## config.mk

```make
export PLATFORM = sky130hd
export DESIGN_NAME = srw_front_flat
export DESIGN_NICKNAME = d
export VERILOG_FILES = /design/src/rtl/srw_pkg.sv /design/src/rtl/srw_in_if.sv /design/src/rtl/srw_front.sv /design/src/flat_wrapper.sv
export SDC_FILE = /design/constraint.sdc
export NUM_CORES = 1
export LEC_CHECK = 0
export BUFFER_PORTS_ARGS = -buffer_cell sky130_fd_sc_hd__buf_4
export CAP_MARGIN = 5
export CORE_MARGIN = 5
export CORE_UTILIZATION = 35
export DETAILED_ROUTE_END_ITERATION = 12
export PLACE_DENSITY = 0.7
export SETUP_SLACK_MARGIN = 0.05
export SLEW_MARGIN = 20
export SYNTH_ARGS = -nofsm -noshare
export SYNTH_HDL_FRONTEND = slang
export SYNTH_SLANG_ARGS = --single-unit
```

## constraint.sdc

```tcl
create_clock -name clk -period 5.7 [get_ports clk]
set_input_delay 0.57 -clock clk [delete_from_list [all_inputs] [get_ports clk]]
set_output_delay 0.57 -clock clk [all_outputs]
set_load 0.05 [all_outputs]
```

## src/rtl/srw_pkg.sv

```systemverilog
// Shared types and constants for the selective-repeat receive window.
package srw_pkg;

    localparam int WINDOW_DEF   = 32;
    localparam int CAPACITY_DEF = 64;
    localparam int QUEUE_DEPTH  = 2;

    localparam int SEQ_W  = 32;
    localparam int PAY_W  = 64;
    localparam int LEN_W  = 12;
    localparam int PORT_W = 16;

    localparam logic KIND_ACK     = 1'b0;
    localparam logic KIND_DELIVER = 1'b1;

    typedef struct packed {
        logic [SEQ_W-1:0]  seq_num;
        logic              check_ok;
        logic [PAY_W-1:0]  payload;
        logic [LEN_W-1:0]  payload_len;
        logic [PORT_W-1:0] reply_port;
    } seg_t;

    typedef struct packed {
        logic [SEQ_W-1:0]  seq_num;
        logic [PAY_W-1:0]  payload;
        logic [LEN_W-1:0]  payload_len;
        logic [PORT_W-1:0] reply_port;
        logic              in_win;
    } cmd_t;

    typedef struct packed {
        logic [SEQ_W-1:0] base;
        logic             full;
        logic             idle;
    } status_t;

endpackage

```

## src/rtl/srw_in_if.sv

```systemverilog
// Segment request channel.
interface srw_in_if;
    import srw_pkg::*;

    logic              valid;
    logic              ready;
    logic [SEQ_W-1:0]  seq_num;
    logic              check_ok;
    logic [PAY_W-1:0]  payload;
    logic [LEN_W-1:0]  payload_len;
    logic [PORT_W-1:0] reply_port;

    modport source (output valid, seq_num, check_ok, payload, payload_len, reply_port,
                    input ready);
    modport sink   (input valid, seq_num, check_ok, payload, payload_len, reply_port,
                    output ready);
endinterface

```

## src/rtl/srw_front.sv

```systemverilog
// Front end: drops bad, beyond-window or store-full segment requests; queues the rest.
module srw_front #(
    parameter int WINDOW = srw_pkg::WINDOW_DEF
) (
    input  logic             clk,
    input  logic             rst_n,
    srw_in_if.sink           seg,
    input  srw_pkg::status_t stat,
    output logic             push,
    output srw_pkg::cmd_t    push_cmd
);
    import srw_pkg::*;

    seg_t             hold_reg;
    logic             hold_valid_reg;
    logic             accept;
    logic [SEQ_W:0]   win_top;
    logic             beyond;
    logic             drop;

    assign seg.ready = !hold_valid_reg && stat.idle;
    assign accept    = seg.valid && seg.ready;

    always_ff @(posedge clk or negedge rst_n)
    begin
        if (!rst_n)
        begin
            hold_valid_reg <= 1'b0;
        end
        else
        begin
            hold_valid_reg <= accept;
        end
    end

    always_ff @(posedge clk)
    begin
        if (accept)
        begin
            hold_reg.seq_num     <= seg.seq_num;
            hold_reg.check_ok    <= seg.check_ok;
            hold_reg.payload     <= seg.payload;
            hold_reg.payload_len <= seg.payload_len;
            hold_reg.reply_port  <= seg.reply_port;
        end
    end

    // unwrapped window bound
    assign win_top = {1'b0, stat.base} + (SEQ_W+1)'(WINDOW);
    assign beyond  = {1'b0, hold_reg.seq_num} > win_top;
    assign drop    = !hold_reg.check_ok || stat.full || beyond;

    assign push                 = hold_valid_reg && !drop;
    assign push_cmd.seq_num     = hold_reg.seq_num;
    assign push_cmd.payload     = hold_reg.payload;
    assign push_cmd.payload_len = hold_reg.payload_len;
    assign push_cmd.reply_port  = hold_reg.reply_port;
    assign push_cmd.in_win      = hold_reg.seq_num >= stat.base;
endmodule

```

## src/flat_wrapper.sv

```systemverilog
// flat-port wrapper written by rule: the top's interface ports become plain ports
module srw_front_flat import srw_pkg::*;
#(
    parameter int WINDOW = srw_pkg::WINDOW_DEF
)
  (clk, rst_n, stat, push, push_cmd, seg_valid, seg_seq_num, seg_check_ok, seg_payload, seg_payload_len, seg_reply_port, seg_ready);
  srw_in_if seg_i ();
  input  logic clk;
  input  logic rst_n;
  input  srw_pkg::status_t stat;
  output logic push;
  output srw_pkg::cmd_t push_cmd;
  input wire logic [$bits(seg_i.valid)-1:0] seg_valid;
  input wire logic [$bits(seg_i.seq_num)-1:0] seg_seq_num;
  input wire logic [$bits(seg_i.check_ok)-1:0] seg_check_ok;
  input wire logic [$bits(seg_i.payload)-1:0] seg_payload;
  input wire logic [$bits(seg_i.payload_len)-1:0] seg_payload_len;
  input wire logic [$bits(seg_i.reply_port)-1:0] seg_reply_port;
  output wire logic [$bits(seg_i.ready)-1:0] seg_ready;
  assign seg_i.valid = seg_valid;
  assign seg_i.seq_num = seg_seq_num;
  assign seg_i.check_ok = seg_check_ok;
  assign seg_i.payload = seg_payload;
  assign seg_i.payload_len = seg_payload_len;
  assign seg_i.reply_port = seg_reply_port;
  assign seg_ready = seg_i.ready;
  srw_front #(.WINDOW(WINDOW)) u_core (.clk(clk), .rst_n(rst_n), .seg(seg_i), .stat(stat), .push(push), .push_cmd(push_cmd));
endmodule
```

==> flow_metrics.env, run 1 <==
export IMPL_synth_warnings=0
export IMPL_rsz0062_at_grt="false"
export IMPL_drt_initial_drc_count=155
export IMPL_avgViaCountPerCell=4.57
export IMPL_r2r_cells=3
export IMPL_synthMuxAreaShare_pct=0
export IMPL_crit_end="push"
export IMPL_overflow=0
export IMPL_cp_max_fo=4
export IMPL_synth_yosys_seq_area_share_pct=57.1
export IMPL_cts_setup_buffers=0
export IMPL_io_pins=289
export IMPL_setup_violations=0
export IMPL_crit_buf_inv=2
export IMPL_clk_pin_slew_ps=60
export IMPL_hold_viol_final=0
export IMPL_relSlewSlack_pct=43.7
export IMPL_cts_tree="built"
export IMPL_initial_core_util_pct=35.5
export IMPL_worstMarginPinSlew_ps=845
export IMPL_largest_register_ffs=124
export IMPL_syn2layout_area_growth_pct=32.7
export IMPL_port_buffers=288
export IMPL_clkLatencyLatePin_ps=410
export IMPL_crit_type="primary input to output port"
export IMPL_async_flop_share_pct=0.794
export IMPL_dp_cells=909
export IMPL_drc_errors=0
export IMPL_synth_area_um2=6610
export IMPL_synth_top_area_share_pct=56.8
export IMPL_cp_num_cells=15
export IMPL_dpl_instance_area_um2=8160
export IMPL_finalPower_mw=2.62
export IMPL_start_kind="primary input"
export IMPL_synthTopCellsByArea="edfxtp_1 57%, buf_4 14%, ha_1 11%"
export IMPL_r2r_slack_ps=3590
export IMPL_stdcell_count=941
export IMPL_max_freq_ghz=0.252
export IMPL_dieArea_um2=21700
export IMPL_p_leak_nw=3.87
export IMPL_ys_ff_latch=126
export IMPL_cts_sinks=126
export IMPL_crit_path_end_kind="output port"
export IMPL_slowest_stage="or4_1"
export IMPL_n_antenna_cell=0
export IMPL_synth_top_family_by_area="buffers and inverters"
export IMPL_register_area_um2=3780
export IMPL_clk_path_buf_depth=2
export IMPL_netlist_instances=509
export IMPL_yosysTopAreaCell="edfxtp_1"
export IMPL_critPathTopFamily="simple AND/OR/NAND/NOR gates"
export IMPL_r2r_end="u_core.push_cmd[56]"
export IMPL_critical_path_arrival_ps=3400
export IMPL_grt_pass1_vias=4807
export IMPL_period_share_pct=69.7
export IMPL_dp_hpwl_mm=13.5
export IMPL_drv_cap=0
export IMPL_synthSimpleGateAreaFrac_pct=6.89
export IMPL_ys_types=36
export IMPL_synth_xor_area_share_pct=3.31
export IMPL_finalWirelength_mm=16.8
export IMPL_power_per_cell_area_nw_per_um2=298
export IMPL_core_area_um2=18600
export IMPL_holdCritPathClass="primary input to flip-flop"
export IMPL_nFillCells=1720
export IMPL_critPathMaxStageDelay_ps=390
export IMPL_synthAdderAreaFrac_pct=11.4
export IMPL_row_count=50
export IMPL_clockRootBuffer="clkbuf_16"
export IMPL_synth_area_per_cell_um2=13.0
export IMPL_finClkSkew_ps=21.1
export IMPL_synth_edf_count=125
export IMPL_drtPass1Iterations=5
export IMPL_synth_compound_area_share_pct=5.15
export IMPL_ir_drop_v=0.000183
export IMPL_fin_setup_tns_ps=0
export IMPL_r2r_start="u_core.hold_valid_reg"
export IMPL_die_w_um=147
export IMPL_wl_per_cell_um=17.9
export IMPL_antenna_found_initial=0
export IMPL_h_tree_depth=4
export IMPL_required_ps=5130
export IMPL_final_area_um2=8770
export IMPL_drive_above_1_share_pct=46.5
export IMPL_fp_dieH_um=147
export IMPL_synthesis_nets=731
export IMPL_final_nets=917
export IMPL_synth_top_flop_cell="edfxtp_1"
export IMPL_grt_pass1_wl_mm=25.8
export IMPL_yosysMostFrequentCell="edfxtp_1"
export IMPL_critPathLaunch="stat[17]"
export IMPL_post_route_min_period_ps=3970
export IMPL_grt_max_degree=68
export IMPL_place_gp_congestion=0.851
export IMPL_status="finished clean"
export IMPL_vias=4297
export IMPL_multi_input_area_um2=1770
export IMPL_synthTopCellsByCount="125 x edfxtp_1, 124 x buf_4, 60 x ha_1, 37 x inv_1, 25 x xnor2_1"
export IMPL_drv_slew=0
export IMPL_crit_chain="buf_4 -> and4_1 -> nand2_1 -> nor3_2 -> and3_1 -> nand2_1 -> xnor2_1 -> ha_1 -> a21oi_1 -> nor2_1 -> a211oi_1 -> o21ai_0 -> or4_1 -> o21ai_0 -> buf_4"
export IMPL_finalCoreUtilization_pct=47.1
export IMPL_grt_util_all_layers_pct=15.4
export IMPL_cts_buffers_inserted=17
export IMPL_detail_route_antenna_nets=0
-- metal layers --
| metal | global-route usage, % | share of wire (%) | vias to the layer above | routed length [µm] |
|---|---|---|---|---|
| met5 | 0 | 0 | - | 0 |
| met1 | 16.3 | 36 | 2016 | 6100 |
| met3 | 7.82 | 12 | 16 | 1950 |
| met2 | 26.9 | 51 | 190 | 8520 |
| li1 | - | - | 2075 | - |
| met4 | 4.89 | 1.6 | 0 | 264 |
-- final cells by class --
class | instances | share of cell area, %
sequential | 126 | 43.1
timing repair buffer | 291 | 24.9
multi-input combinational | 222 | 20.1
clock buffer | 17 | 4.85
tap | 234 | 3.34
clock inverter | 14 | 2.10
inverter | 37 | 1.58
-- cell families (layout without fill, tap and decap cells) --
group / after synthesis / count (layout)
adder cells (fa/ha/maj): 60 / 60
XOR/XNOR: 25 / 25
flip-flops: 126 / 126
AND/OR/NAND/NOR: 83 / 83
AO/OA/AOI/OAI: 54 / 54
buffers and inverters: 161 / 359
-- layout by cell type (no fill, tap or decap), types with 2 or more instances in the layout --
| master | synthesis | routed |
|---|---|---|
| buf_4 | 124 | 290 |
| edfxtp_1 | 125 | 125 |
| ha_1 | 60 | 60 |
| inv_1 | 37 | 37 |
| xnor2_1 | 25 | 25 |
| nand2_1 | 21 | 21 |
| a21oi_1 | 17 | 17 |
| clkbuf_16 | 0 | 17 |
| nand3_1 | 12 | 12 |
| o21ai_0 | 12 | 12 |
| a21o_1 | 12 | 12 |
| nor2_1 | 11 | 11 |
| nand4_1 | 8 | 8 |
| nor3_1 | 6 | 6 |
| a211oi_1 | 5 | 5 |
| and3_1 | 5 | 5 |
| clkinv_4 | 0 | 5 |
| nor2b_1 | 4 | 4 |
| and4_1 | 4 | 4 |
| inv_6 | 0 | 3 |
| bufinv_16 | 0 | 3 |
| nor4_1 | 2 | 2 |
| a31oi_1 | 2 | 2 |
-- power by group --
group	switching [mW]	internal (mW)	total, mW
Clock	0.443	0.696	1.14
Combinational	0.235	0.159	0.395
Sequential	0.0165	1.07	1.08
-- through the flow --
stage                     hold WS, ps  setup WS, ps
after floorplan                   274           886
after global placement            345          1830
after detailed placement          349          1730
after CTS                         305          1720
after global routing              303          1490
final                             327          1730
-- worst reg2reg max path: stages, from the launching register on --
cell     delay, ps
dfrtp_1        380
nor2b_1        150
and2_4         420
buf_4          770
-- how the worst min path moves through the flow --
| stage | from | endpoint | slack [ps] | cells after the start |
|---|---|---|---|---|
| 2_1_floorplan | rst_n | u_core.hold_valid_reg | 270 | 0 |
| 3_3_place_gp | rst_n | u_core.hold_valid_reg | 350 | 1 |
| 3_5_place_dp | rst_n | u_core.hold_valid_reg | 350 | 1 |
| 4_1_cts | seg_seq_num[30] | u_core.push_cmd[123] | 310 | 1 |
| 5_1_grt | seg_payload[15] | u_core.push_cmd[44] | 300 | 1 |
| 6_report | seg_payload[10] | u_core.push_cmd[39] | 330 | 1 |
-- what timing repair did --
action,in CTS,in global routing
resized for setup,0,0
endpoints found under the hold margin,1,0
hold buffers,1,0
Power figures use the tool's default switching activity.
==> run 2, diff against run 1 <==
Clock period 5.7 ns to 3.9 ns, I/O delays scaled along.
==> run 2 against run 1 <==
Compared with the run above: cell count down 0.11%; worst hold slack got worse by 180 ps; global-route usage is 0.10 points higher; critical endpoint unchanged; largest cell class unchanged.
==> flow_metrics.env, run 2 (synthesized netlist as in run 1, its figures left out) <==
export IMPL_period_share_pct=92.1
export IMPL_max_freq_ghz=0.279
export IMPL_clk_path_buf_depth=2
export IMPL_mostFrequentLayoutCells="288 x buf_4, 125 x edfxtp_1, 60 x ha_1"
export IMPL_avgViaCountPerCell=4.55
export IMPL_holdCritPathClass="primary input to flip-flop"
export IMPL_cp_max_fo=5
export IMPL_drv_slew=0
export IMPL_initial_core_util_pct=35.5
export IMPL_finalCoreUtilization_pct=47.2
export IMPL_cts_buffers_inserted=17
export IMPL_register_area_um2=3780
export IMPL_largest_register_ffs=124
export IMPL_critical_path_arrival_ps=3200
export IMPL_row_count=50
export IMPL_fp_dieH_um=147
export IMPL_power_per_cell_area_nw_per_um2=441
export IMPL_finalWirelength_mm=16.9
export IMPL_finClkSkew_ps=20.5
export IMPL_ir_drop_v=0.000280
export IMPL_dp_hpwl_mm=13.5
export IMPL_rsz0062_at_grt="false"
export IMPL_stdcell_count=940
export IMPL_clk_pin_slew_ps=70
export IMPL_cts_setup_buffers=0
export IMPL_grt_use_met1_pct=16.9
export IMPL_clkLatencyLatePin_ps=420
export IMPL_h_tree_depth=4
export IMPL_use_met3_pct=8.00
export IMPL_busiest_layer="met2"
export IMPL_drv_cap=0
export IMPL_n_antenna_cell=0
export IMPL_overflow=0
export IMPL_p_leak_nw=3.88
export IMPL_grt_pass1_wl_mm=25.7
export IMPL_cts_sinks=126
export IMPL_dieArea_um2=21700
export IMPL_grt_util_all_layers_pct=15.5
export IMPL_grt_max_degree=86
export IMPL_wl_per_cell_um=18.0
export IMPL_setup_violations=0
export IMPL_detail_route_antenna_nets=0
export IMPL_fin_setup_tns_ps=0
export IMPL_grt_met2_usage_pct=26.5
export IMPL_dpl_instance_area_um2=8160
export IMPL_die_w_um=147
export IMPL_relSlewSlack_pct=56.3
export IMPL_drtPass1Iterations=4
export IMPL_final_area_um2=8800
export IMPL_drt_initial_drc_count=160
export IMPL_worstMarginPinSlew_ps=655
export IMPL_place_gp_congestion=0.823
export IMPL_nFillCells=1719
export IMPL_antenna_found_initial=0
export IMPL_hold_viol_final=0
export IMPL_final_nets=916
export IMPL_required_ps=3510
export IMPL_start_kind="primary input"
export IMPL_crit_path_end_kind="output port"
export IMPL_vias=4275
export IMPL_io_pins=289
export IMPL_cts_tree="built"
export IMPL_port_buffers=288
export IMPL_post_route_min_period_ps=3590
export IMPL_drc_errors=0
export IMPL_drive_above_1_share_pct=46.5
export IMPL_grt_pass1_vias=4577
export IMPL_final_common_cell="buf_4"
export IMPL_dp_cells=908
export IMPL_syn2layout_area_growth_pct=33.1
export IMPL_multi_input_area_um2=1770
export IMPL_status="finished clean"
export IMPL_crit_type="primary input to output port"
export IMPL_core_area_um2=18600
export IMPL_clockRootBuffer="clkbuf_16"
==> run 2: power breakdown <==
| group | internal, mW | total (mW) | leakage [nW] | switching [mW] |
|---|---|---|---|---|
| clock | 1.08 | 1.73 | 0.309 | 0.643 |
| sequential | 1.56 | 1.58 | 1.18 | 0.0249 |
| combinational | 0.234 | 0.577 | 2.40 | 0.344 |
| total | 2.87 | 3.89 | 3.88 | 1.01 |
==> run 2: area by class of cell <==
cell class / instances / share of cell area (%)
clock buffer: 17 / 4.83
clock inverter: 14 / 2.36
inverter: 37 / 1.58
multi-input combinational: 222 / 20.1
sequential: 126 / 42.9
tap: 234 / 3.33
timing repair buffer: 290 / 24.9
==> run 2: timing repair <==
action	in CTS	in global routing
setup endpoints to repair	0	0
endpoints found under the hold margin	1	0
hold buffers	1	0
resized for setup	0	0
==> run 2: layer usage <==
| layer | vias to the layer above | wire length, µm |
|---|---|---|
| li1 | 2073 | - |
| met3 | 14 | 1950 |
| met5 | - | 0 |
| met2 | 177 | 8530 |
| met4 | 0 | 222 |
| met1 | 2011 | 6180 |
==> run 2: worst paths after layout <==
check	slack, ps	depth (start not counted)	to	from
min in group asynchronous	320	2	u_core.hold_valid_reg	rst_n
max	310	16	push	stat[7]
max reg2reg	1930	3	u_core.push_cmd[18]	u_core.hold_valid_reg
max in group asynchronous	3500	2	u_core.hold_valid_reg	rst_n
min reg2reg	880	2	u_core.hold_valid_reg	u_core.hold_valid_reg
min	140	1	u_core.push_cmd[61]	seg_payload[32]
==> run 2: critical path: stages <==
cell and delay [ps]:
buf_4 110, ha_1 200, and4_4 270, nand2b_4 90, nor2_4 160, nand3_1 200, nor3_1 240, xnor2_1 150
ha_1 250, nand2_1 70, nor3_1 60, nand4_1 130, nor2_1 60, or4_1 500, o21ai_0 90, buf_4 230
==> run 2: stage by stage <==
stage | hold slack [ps] | power (mW) | setup slack (ps)
detailed placement | 170 | 2.19 | 282
CTS | 117 | 3.96 | 273
global route | 122 | 4.07 | 64.4
floorplan | 94.4 | 1.99 | 72.4
global placement | 165 | 2.19 | 374
finish | 144 | 3.89 | 309
