[src/rtl/srw_pkg.sv]
// Shared types and constants for the selective-repeat receive window.
package srw_pkg;

    localparam int WINDOW_DEF   = 32;
    localparam int CAPACITY_DEF = 64;
    localparam int QUEUE_DEPTH  = 2;

    localparam int SEQ_W  = 32;
    localparam int PAY_W  = 64;
    localparam int LEN_W  = 12;
    localparam int PORT_W = 16;

    localparam logic KIND_ACK     = 1'b0;
    localparam logic KIND_DELIVER = 1'b1;

    typedef struct packed {
        logic [SEQ_W-1:0]  seq_num;
        logic              check_ok;
        logic [PAY_W-1:0]  payload;
        logic [LEN_W-1:0]  payload_len;
        logic [PORT_W-1:0] reply_port;
    } seg_t;

    typedef struct packed {
        logic [SEQ_W-1:0]  seq_num;
        logic [PAY_W-1:0]  payload;
        logic [LEN_W-1:0]  payload_len;
        logic [PORT_W-1:0] reply_port;
        logic              in_win;
    } cmd_t;

    typedef struct packed {
        logic [SEQ_W-1:0] base;
        logic             full;
        logic             idle;
    } status_t;

endpackage

[src/rtl/srw_fifo.sv]
// Short command queue between front end and back end.
module srw_fifo (
    input  logic          clk,
    input  logic          rst_n,
    input  logic          push,
    input  srw_pkg::cmd_t push_cmd,
    input  logic          pop,
    output logic          pop_valid,
    output srw_pkg::cmd_t pop_cmd
);
    import srw_pkg::*;

    localparam int PTR_W = (QUEUE_DEPTH > 1) ? $clog2(QUEUE_DEPTH) : 1;
    localparam int CNT_W = $clog2(QUEUE_DEPTH + 1);

    cmd_t             entry_reg [QUEUE_DEPTH];
    logic [PTR_W-1:0] wr_ptr_reg;
    logic [PTR_W-1:0] rd_ptr_reg;
    logic [CNT_W-1:0] count_reg;
    logic [PTR_W-1:0] wr_ptr_next;
    logic [PTR_W-1:0] rd_ptr_next;
    logic             do_pop;

    assign pop_valid = count_reg != '0;
    assign pop_cmd   = entry_reg[rd_ptr_reg];
    assign do_pop    = pop && pop_valid;

    assign wr_ptr_next = (wr_ptr_reg == PTR_W'(QUEUE_DEPTH - 1)) ? '0 : wr_ptr_reg + 1'b1;
    assign rd_ptr_next = (rd_ptr_reg == PTR_W'(QUEUE_DEPTH - 1)) ? '0 : rd_ptr_reg + 1'b1;

    always_ff @(posedge clk or negedge rst_n)
    begin
        if (!rst_n)
        begin
            wr_ptr_reg <= '0;
            rd_ptr_reg <= '0;
            count_reg  <= '0;
        end
        else
        begin
            if (push)
            begin
                wr_ptr_reg <= wr_ptr_next;
            end
            if (do_pop)
            begin
                rd_ptr_reg <= rd_ptr_next;
            end
            if (push && !do_pop)
            begin
                count_reg <= count_reg + 1'b1;
            end
            else if (!push && do_pop)
            begin
                count_reg <= count_reg - 1'b1;
            end
        end
    end

    always_ff @(posedge clk)
    begin
        if (push)
        begin
            entry_reg[wr_ptr_reg] <= push_cmd;
        end
    end
endmodule

[config.mk]
export PLATFORM = sky130hd
export DESIGN_NAME = srw_fifo
export DESIGN_NICKNAME = d
export VERILOG_FILES = /design/src/rtl/srw_pkg.sv /design/src/rtl/srw_fifo.sv
export SDC_FILE = /design/constraint.sdc
export NUM_CORES = 1
export LEC_CHECK = 0
export BUFFER_PORTS_ARGS = -buffer_cell sky130_fd_sc_hd__buf_4
export CAP_MARGIN = 5
export CORE_ASPECT_RATIO = 1.2
export CORE_MARGIN = 4
export CORE_UTILIZATION = 50
export DETAILED_ROUTE_END_ITERATION = 10
export PLACE_DENSITY = 0.81
export SYNTH_ARGS = -nofsm -noshare
export SYNTH_HDL_FRONTEND = slang
export SYNTH_SLANG_ARGS = --single-unit
[constraint.sdc]
create_clock -name clk -period 20.7 [get_ports clk]
set_input_delay 4.14 -clock clk [delete_from_list [all_inputs] [get_ports clk]]
set_output_delay 4.14 -clock clk [all_outputs]
set_load 0.005 [all_outputs]
==> run_results.csv, run 1 <==
group,metric,value,unit
run_status,status,"complete, no violations",
detailed_routing,vias_per_cell,4.948,
clock_tree,cts_tree,"built",
critical_path,worstReg2RegStart,"wr_ptr_reg",
synthesis,yosys_warnings,0,
floorplanning,floorplan.initialDensity,51.09,%
critical_path,r2r_end,"entry_reg[0][64]",
critical_path,endpoint_kind,"output pin",
floorplanning,design.die.area,20970,um2
global_route,grt_pass1_vias,5028,
clock_tree,cts_htree_levels,1,
placement,port_buffers,254,
timing,fmax,139.3,MHz
floorplanning,rows,54,
synthesis,yosys.area.top_type_share,80.25,%
detailed_routing,drt-initial-drc-count,238,
clock_tree,cts_hold_buf,0,
critical_path,critPathLaunch,"rd_ptr_reg",
final_layout,layout.cells.non_filler,943,
final_layout,nNetsFinal,804,
global_route,grt_antenna_before_repair,1,
synthesis,ys_seq_area_share,81.32,%
critical_path,cp.arrival,3.04,ns
power_and_ir_drop,p_sw_share,25.23,%
job,drv_cap,0,
timing,fin_tns_setup,0,ns
critical_path,rrSetupSlack,18.28,ns
power_and_ir_drop,finalPower,1.596,mW
final_layout,areaGrowthSynthToFinish,30.88,%
global_route,grt_pass1_wl,26480,um
timing,finalSetupViolations,0,
power_and_ir_drop,leakage,4.689,nW
critical_path,startpoint_type,"flip-flop",
power_and_ir_drop,sequentialPowerShare,45.7,%
final_layout,largest_reg_flops,250,
timing,finalMaxSlewViolations,0,
synthesis,syn_area,9355,um2
clock_tree,cts-root-buf,"clkbuf_16",
synthesis,synth_edf_count,250,
synthesis,synth.net_count,534,
global_route,grt_remaining_overflow,0,
timing,finalHoldViolations,0,
floorplanning,die_w,132.9,um
critical_path,cp-endpoint,"pop_cmd[20]",
timing,timing.slew.headroom,22.22,%
clock_tree,clk_latency,0.50,ns
synthesis,synth_top_flop_cell,"edfxtp_1",
timing,fin_crit,7.178,ns
synthesis,synth_top_area_cell,"edfxtp_1",
global_route,grt_usage,16.18,%
placement,place.gp.congestion,0.7636,
power_and_ir_drop,powerDensity,130.4,nW/um2
synthesis,synthArstFlopShare,1.575,%
hold_path,hold_class,"reg2reg",
final_layout,diodes,0,
final_layout,drive_above_1_share,60.49,%
clock_tree,cts.clk_slew.worst_paths,0.05,ns
placement,dp_cells,900,
power_and_ir_drop,intPower,1.193,mW
timing,clock_skew,0.01010,ns
final_layout,num-fill-cells,1208,
clock_tree,cts.path.max_buffers,3,
timing,tightest_slew,1.167,ns
detailed_routing,ant_nets,0,
critical_path,rr_worst_depth,3,
detailed_routing,dr.pass1.iters,4,
synthesis,synth_cell_type_count,14,
floorplanning,fp.coreArea,18310,um2
critical_path,required,16.56,ns
timing,rsz0062_at_grt,"false",
detailed_routing,wl_per_cell,19.07,um
floorplanning,ios,255,
power_and_ir_drop,p_comb_share,29.2,%
power_and_ir_drop,p_switching,0.4027,mW
placement,hpwl,12360,um
clock_tree,post-cts-setup-buffers,0,
power_and_ir_drop,clock_power_share,25.1,%
clock_tree,cts_sinks,254,
clock_tree,cts_resized,0,
synthesis,syn_avg_cell_area,23.16,um2
synthesis,yosys-top-cells-count,"250 x edfxtp_1, 85 x mux2_2, 40 x mux2_4",
detailed_routing,drc,0,
power_and_ir_drop,ir_drop,0.00008430,V
synthesis,synth.most_common_cell,"edfxtp_1",
critical_path,cp_max_fo,74,
synthesis,synth_cells,404,
clock_tree,cts_made_buffers,24,
timing,post-route-period-util,34.68,%
synthesis,yosys-top-cells-area,"edfxtp_1 80%, mux2_2 10%, mux2_4 6.4%",
detailed_routing,vias,4666,
critical_path,critPathKind,"reg2out",
detailed_routing,wirelength,17990,um
floorplanning,die_h,157.8,um
global_route,grt_max_degree,75,
synthesis,ys_seq_elements,254,
-- area by class of cell --
class	count	area, um2	area share (%)
Clock buffer	32	651.9	5.324
Tap cell	252	315.3	2.575
Clock inverter	11	78.83	0.6438
Timing Repair Buffer	258	1937	15.82
Sequential cell	254	7611	62.16
Multi-Input combinational cell	136	1650	13.48
-- worst min-delay path by stage --
stage | startpoint | endpoint | slack [ns] | cells past startpoint
after floorplan | count_reg[1] | count_reg[1] | 0.43 | 1
after CTS | count_reg[1] | count_reg[1] | 0.47 | 1
final | count_reg[1] | count_reg[1] | 0.47 | 1
after global routing | count_reg[1] | count_reg[1] | 0.51 | 1
after detailed placement | count_reg[1] | count_reg[1] | 0.46 | 1
after global placement | count_reg[1] | count_reg[1] | 0.45 | 1
-- kinds of logic after synthesis --
family        share of synthesized area [%]
flops                                 81.32
mux                                   16.65
buf+inv                               1.150
xor+xnor                             0.4682
simple gates                         0.2809
fa+ha+maj                            0.1337
-- layer usage --
layer  routed length, um  vias up  global-route usage (%)
met1                6313     2280                   18.08
met5                  15        -                       0
met4                 571        2                   6.436
li1                    -     2144                       -
met2                9531      201                   28.94
met3                1554       39                   5.149
-- critical path: stages, from the launching register on --
cell and delay [ns]:
dfrtp_4 0.91, buf_4 0.97, mux2_2 0.45, buf_4 0.14
-- layout by cell type, fill, tap and decap left out --
cell	Yosys	final
clkinvlp_4	0	2
clkinv_1	0	5
dfrtp_1	4	3
nand2_1	1	1
mux2_4	40	40
xor2_1	3	3
or2_2	1	1
and2_4	0	1
dfrtp_4	0	1
nor2b_4	0	1
clkinv_2	0	3
nor2_1	1	1
mux2_2	85	85
clkbuf_16	0	25
bufinv_16	0	1
xnor2_1	2	2
edfxtp_1	250	250
clkbuf_1	0	7
buf_4	0	258
ha_1	1	1
-- through the flow --
stage	hold slack, ns	setup slack [ns]	utilization (%)	cell area (um2)
final	0.4658	13.52	66.87	12240
after global routing	0.5054	13.36	66.87	12240
after CTS	0.4716	13.45	66.87	12240
after detailed placement	0.4601	14.00	62.88	11510
after global placement	0.4495	14.04	62.88	11510
after floorplan	0.4337	10.51	-	9355
-- power groups by stage --
stage | Clock (mW) | Combinational (mW) | Sequential, mW
detailed placement | 0 | 0.473 | 0.742
global placement | 0 | 0.465 | 0.734
finish | 0.401 | 0.466 | 0.730
floorplan | 0 | 0.273 | 0.726
global route | 0.437 | 0.500 | 0.739
CTS | 0.412 | 0.476 | 0.732
(Power assumes the default switching activity.)
==> inputs of run 2 (changes only) <==
--- a/config.mk
+++ b/config.mk
@@ -5,6 +5,7 @@
 export SDC_FILE = /design/constraint.sdc
 export NUM_CORES = 1
 export LEC_CHECK = 0
+export ABC_AREA = 1
 export BUFFER_PORTS_ARGS = -buffer_cell sky130_fd_sc_hd__buf_4
 export CAP_MARGIN = 5
 export CORE_ASPECT_RATIO = 1.2
==> constraint.sdc (replaced) <==
create_clock -name clk -period 6.96 [get_ports clk]
set_input_delay 1.392 -clock clk [delete_from_list [all_inputs] [get_ports clk]]
set_output_delay 1.392 -clock clk [all_outputs]
set_load 0.005 [all_outputs]
==> run 2 against run 1 <==
Effect of this change: clock power rose to 2.9 times the previous value; worst setup slack got worse by 11 ns; clock-buffer cell count fell by 6; final area is 1.5% lower; hold slack better by 0.014 ns; via count up 25%.
==> run_results.csv, run 2 <==
group,metric,value,unit
timing,fin_crit,4.297,ns
synthesis,synth_cell_type_count,14,
global_route,grt_max_degree,67,
timing,post-route-period-util,61.74,%
critical_path,startpoint_type,"flip-flop",
synthesis,syn_avg_cell_area,13.68,um2
clock_tree,cts_htree_levels,1,
job,drv_cap,0,
timing,fin_ws,2.663,ns
clock_tree,cts_made_buffers,23,
critical_path,r2r_end,"entry_reg[1][28]",
floorplanning,ios,255,
synthesis,yosys_warnings,0,
final_layout,nNetsFinal,1066,
timing,finalHoldViolations,0,
timing,timing.slew.headroom,40.78,%
power_and_ir_drop,leakage,5.157,nW
global_route,grt_use_met3,6.682,%
synthesis,synth_top_area_cell,"edfxtp_1",
critical_path,crit_buf_inv,3,
synthesis,synth_cells,679,
synthesis,ys_seq_elements,254,
global_route,grt_antenna_before_repair,1,
synthesis,syn_area,9290,um2
power_and_ir_drop,ir_drop,0.0002634,V
hold_path,min_to,"count_reg[1]",
clock_tree,cts-root-buf,"clkbuf_16",
timing,hold_ws,0.4799,ns
timing,clock_skew,0.01361,ns
final_layout,drive_above_1_share,30.70,%
global_route,grt_pass1_vias,5855,
clock_tree,cts_sinks,254,
power_and_ir_drop,powerDensity,397.9,nW/um2
synthesis,synth.most_common_cell,"nand2_1",
run_status,status,"complete, no violations",
synthesis,synthArstFlopShare,1.575,%
critical_path,path_delay_family,"buffers and inverters",
detailed_routing,drc,0,
timing,fin_tns_setup,0,ns
hold_path,min_from,"count_reg[1]",
timing,finalMaxSlewViolations,0,
global_route,grt_remaining_overflow,0,
placement,port_buffers,254,
detailed_routing,wl_per_cell,16.48,um
floorplanning,design.die.area,20830,um2
final_layout,areaGrowthSynthToFinish,29.76,%
synthesis,synth_edf_count,250,
synthesis,ys_seq_area_share,81.89,%
global_route,grt_pass1_wl,29590,um
clock_tree,cts_resized,0,
critical_path,rrSetupSlack,4.58,ns
synthesis,yosys-top-cells-count,"384 x nand2_1, 250 x edfxtp_1, 19 x buf_2",
clock_tree,cts.path.max_buffers,3,
timing,rsz0062_at_grt,"false",
final_layout,largest_reg_flops,250,
final_layout,diodes,0,
critical_path,critPathKind,"reg2out",
global_route,use_met2,31.23,%
floorplanning,die_w,132.4,um
floorplanning,rows,54,
critical_path,cp.arrival,2.90,ns
critical_path,required,5.57,ns
synthesis,yosys.area.top_type_share,80.81,%
floorplanning,die_h,157.3,um
timing,finalSetupViolations,0,
clock_tree,cts_tree,"built",
critical_path,rr_worst_depth,3,
detailed_routing,wirelength,19310,um
global_route,grt_usage,17.91,%
placement,place_ws,3.119,ns
detailed_routing,dr.pass1.iters,5,
placement,place.gp.congestion,0.7843,
timing,fmax,232.7,MHz
hold_path,hold_depth,2,
hold_path,hold_class,"reg2reg",
detailed_routing,drt-initial-drc-count,298,
clock_tree,cts.clk_slew.worst_paths,0.06,ns
synthesis,synth.net_count,809,
clock_tree,clk_latency,0.50,ns
clock_tree,cts_hold_buf,0,
final_layout,final_cell_mix,"384 x nand2_1, 259 x buf_4, 250 x edfxtp_1",
clock_tree,post-cts-setup-buffers,0,
synthesis,yosys-top-cells-area,"edfxtp_1 81%, nand2_1 16%, dfrtp_1 1.1%",
detailed_routing,vias,5825,
final_layout,mostFrequentLayoutCell,"nand2_1",
placement,hpwl,12520,um
critical_path,worstReg2RegStart,"wr_ptr_reg",
critical_path,critPathMaxStageDelay,0.74,ns
critical_path,endpoint_kind,"output pin",
detailed_routing,ant_nets,0,
floorplanning,floorplan.initialDensity,50.93,%
critical_path,cp_max_fo,64,
final_layout,layout.cells.non_filler,1172,
synthesis,synth_top_flop_cell,"edfxtp_1",
floorplanning,fp.coreArea,18240,um2
placement,dp_cells,1135,
global_route,met1_usage,20.51,%
critical_path,cp_slowest_cell,"dfrtp_4",
critical_path,path_cells,"inv_4, buf_4, nand2_1, nand2_1, buf_4",
global_route,busiest_layer,"met2",
detailed_routing,vias_per_cell,4.970,
timing,tightest_slew,0.8883,ns
[run 2: changes by cell type after synthesis, sizes merged, moves of 2 or more]
| cell | delta |
|---|---|
| buf | +13 |
| nand2 | +383 |
| xor2 | -2 |
| nand3 | +2 |
| inv | +7 |
| mux2 | -125 |
[run 2: how the worst max path moves through the flow]
stage / from / to / slack (ns) / cells past startpoint
6_report: rd_ptr_reg / pop_cmd[123] / 2.66 / 5
5_1_grt: rd_ptr_reg / pop_cmd[72] / 2.42 / 5
4_1_cts: rd_ptr_reg / pop_cmd[95] / 2.58 / 5
3_5_place_dp: rd_ptr_reg / pop_cmd[123] / 3.12 / 5
3_3_place_gp: rd_ptr_reg / pop_cmd[121] / 3.11 / 5
2_1_floorplan: push / entry_reg[0][0] / 1.86 / 2
[run 2: metrics by stage]
step	utilization, %	power (mW)	instance area (um2)
6_report	66.08	4.797	12060
5_1_grt	66.08	5.088	12060
4_1_cts	66.08	4.860	12060
3_5_place_dp	62.30	3.683	11370
3_3_place_gp	62.30	3.651	11370
2_1_floorplan	-	2.888	9293
[run 2: tightest hold or removal path: cells and delay by family (launching register included)]
| kind | cells | cell delay [ns] |
|---|---|---|
| AND/OR/NAND/NOR | 2 | 0.10 |
| flip-flops | 1 | 0.35 |
[run 2: cell families (layout without fill, tap and decap cells)]
kind of cell | Yosys count | after routing | synth area share (%)
AND/OR/NAND/NOR | 388 | 388 | 15.73
flip-flops | 254 | 254 | 81.89
buffers and inverters | 34 | 303 | 2.061
XOR/XNOR | 2 | 2 | 0.1886
adder cells (fa/ha/maj) | 1 | 1 | 0.1347
[run 2: cell type report]
type                    instances  area [um2]
multi-input cells             391        1499
fillers                      1299        6187
inverters                       7       31.28
repair buffers                259        1944
well taps                     224       280.3
clock buffers                  26       586.8
clock inverters                11       102.6
flip-flops and latches        254        7611
[run 2: metal layers]
| layer | vias to the layer above | share of wire, % |
|---|---|---|
| met4 | 2 | 2.9 |
| li1 | 2793 | - |
| met3 | 44 | 10 |
| met1 | 2750 | 36 |
| met5 | - | 0.067 |
| met2 | 236 | 50 |
[run 2: power breakdown]
group	internal [mW]	switching (mW)
clock	0.673	0.497
combinational	0.652	0.818
sequential	2.03	0.123
total	3.36	1.44
==> inputs of run 3 (changes only) <==
==> constraint.sdc (replaced) <==
create_clock -name clk -period 4.4 [get_ports clk]
set_input_delay 0.88 -clock clk [delete_from_list [all_inputs] [get_ports clk]]
set_output_delay 0.88 -clock clk [all_outputs]
set_load 0.005 [all_outputs]
==> run 3 against run 2 <==
Effect of this change: hold slack lost 0.31 ns; non-clock buffer count grew 2; routed wire length grew 1.1%; die area is the same; combinational power grew 65%; global-route usage grew 0.36 points; flip-flop and latch count is the same; power grew 60%; largest cell class unchanged; clock skew shrank 0.0075 ns; clock power grew 61%; largest power group unchanged.
==> run_results.csv, run 3 (same netlist as run 2, synthesis figures left out) <==
group,metric,value,unit
critical_path,endpoint_kind,"output pin",
timing,fin_tns_setup,0,ns
floorplanning,floorplan.initialDensity,50.93,%
timing,hold_ws,0.1667,ns
timing,finalHoldViolations,0,
detailed_routing,wirelength,19530,um
clock_tree,cts-root-buf,"clkbuf_16",
timing,tightest_slew,1.140,ns
floorplanning,die_h,157.3,um
detailed_routing,wl_met2,10150,um
clock_tree,cts.path.max_buffers,3,
job,drv_cap,0,
power_and_ir_drop,powerDensity,630.2,nW/um2
global_route,grt_pass1_wl,30350,um
detailed_routing,vias,5798,
detailed_routing,wl_met1,7131,um
final_layout,final_cell_mix,"384 x nand2_1, 258 x buf_4, 250 x edfxtp_1",
critical_path,critPathKind,"reg2out",
floorplanning,rows,54,
critical_path,required,3.52,ns
timing,finalSetupViolations,0,
global_route,grt_usage,18.27,%
final_layout,nNetsFinal,1069,
clock_tree,cts_made_buffers,24,
detailed_routing,wl_met3,1785,um
detailed_routing,wl_per_cell,16.55,um
placement,port_buffers,254,
final_layout,drive_above_1_share,30.96,%
global_route,grt_antenna_before_repair,0,
critical_path,cp.arrival,2.49,ns
floorplanning,design.die.area,20830,um2
floorplanning,fp.coreArea,18240,um2
final_layout,largest_reg_flops,250,
clock_tree,cts_htree_levels,1,
timing,finalMaxSlewViolations,0,
timing,clock_skew,0.006149,ns
clock_tree,cts_sinks,254,
clock_tree,cts_resized,0,
detailed_routing,drc,0,
timing,timing.slew.headroom,23.97,%
timing,fmax,296.5,MHz
timing,fin_crit,3.372,ns
detailed_routing,dr.max_layer_used,"met4",
power_and_ir_drop,ir_drop,0.0004660,V
final_layout,diodes,0,
power_and_ir_drop,finalPower,7.654,mW
final_layout,mostFrequentLayoutCell,"nand2_1",
critical_path,cp_max_fo,103,
floorplanning,die_w,132.4,um
final_layout,final_util,66.58,%
floorplanning,ios,255,
global_route,grt_pass1_vias,6068,
timing,post-route-period-util,76.65,%
final_layout,areaGrowthSynthToFinish,30.73,%
clock_tree,cts.clk_slew.worst_paths,0.06,ns
placement,hpwl,12980,um
detailed_routing,ant_nets,0,
detailed_routing,drt-initial-drc-count,357,
clock_tree,post-cts-setup-buffers,0,
clock_tree,clk_latency,0.50,ns
hold_path,hold_class,"in2async",
timing,rsz0062_at_grt,"false",
global_route,grt_remaining_overflow,0,
detailed_routing,vias_per_cell,4.914,
detailed_routing,dr.pass1.iters,4,
clock_tree,cts_tree,"built",
power_and_ir_drop,leakage,5.201,nW
clock_tree,cts_hold_buf,0,
run_status,status,"complete, no violations",
critical_path,startpoint_type,"flip-flop",
global_route,grt_max_degree,104,
critical_path,critPathLaunch,"rd_ptr_reg",
critical_path,worstReg2RegStart,"wr_ptr_reg",
placement,place.gp.congestion,0.7294,
[run 3: per-stage QoR]
stage | setup WS (ns) | std cells | instance area [um2]
after floorplan | 0.5692 | 679 | 9298
after global placement | 1.638 | 1137 | 11420
after detailed placement | 1.578 | 1137 | 11420
after CTS | 1.034 | 1180 | 12150
after global routing | 0.8495 | 1180 | 12150
final | 1.028 | 1180 | 12150
[run 3: area by class of cell]
type	instances	area, um2
clock buffers	28	615.6
clock inverters	15	111.4
flip-flops and latches	254	7611
inverters	7	31.28
fillers	1259	6097
repair buffers	261	1997
multi-input cells	391	1499
well taps	224	280.3
[run 3: path summary, 6_finish.rpt]
kind	to	slack, ns	cells past startpoint
max in group asynchronous	rd_ptr_reg	4.11	1
setup / recovery	pop_cmd[104]	1.03	4
min in group clk	count_reg[1]	0.47	2
setup reg to reg	entry_reg[0][71]	2.39	2
hold / removal	rd_ptr_reg	0.17	1
hold reg to reg	count_reg[1]	0.47	2
[run 3: per-layer routing]
| metal | global-route usage, % | up-vias |
|---|---|---|
| li1 | - | 2804 |
| met1 | 21.22 | 2743 |
| met2 | 32.47 | 214 |
| met3 | 6.010 | 37 |
| met4 | 5.644 | 0 |
| met5 | 0 | - |
[run 3: report_power, final]
part           internal [mW]  switching, mW  total (mW)
sequential              3.21          0.142        3.35
combinational           1.07           1.35        2.42
clock                   1.06          0.821        1.88
total                   5.34           2.31        7.65
[run 3: critical path, stage by stage (launching register included)]
cell and delay (ns):
dfrtp_4 0.59, buf_4 0.85, nand2_1 0.16, nand2_1 0.13, buf_4 0.11
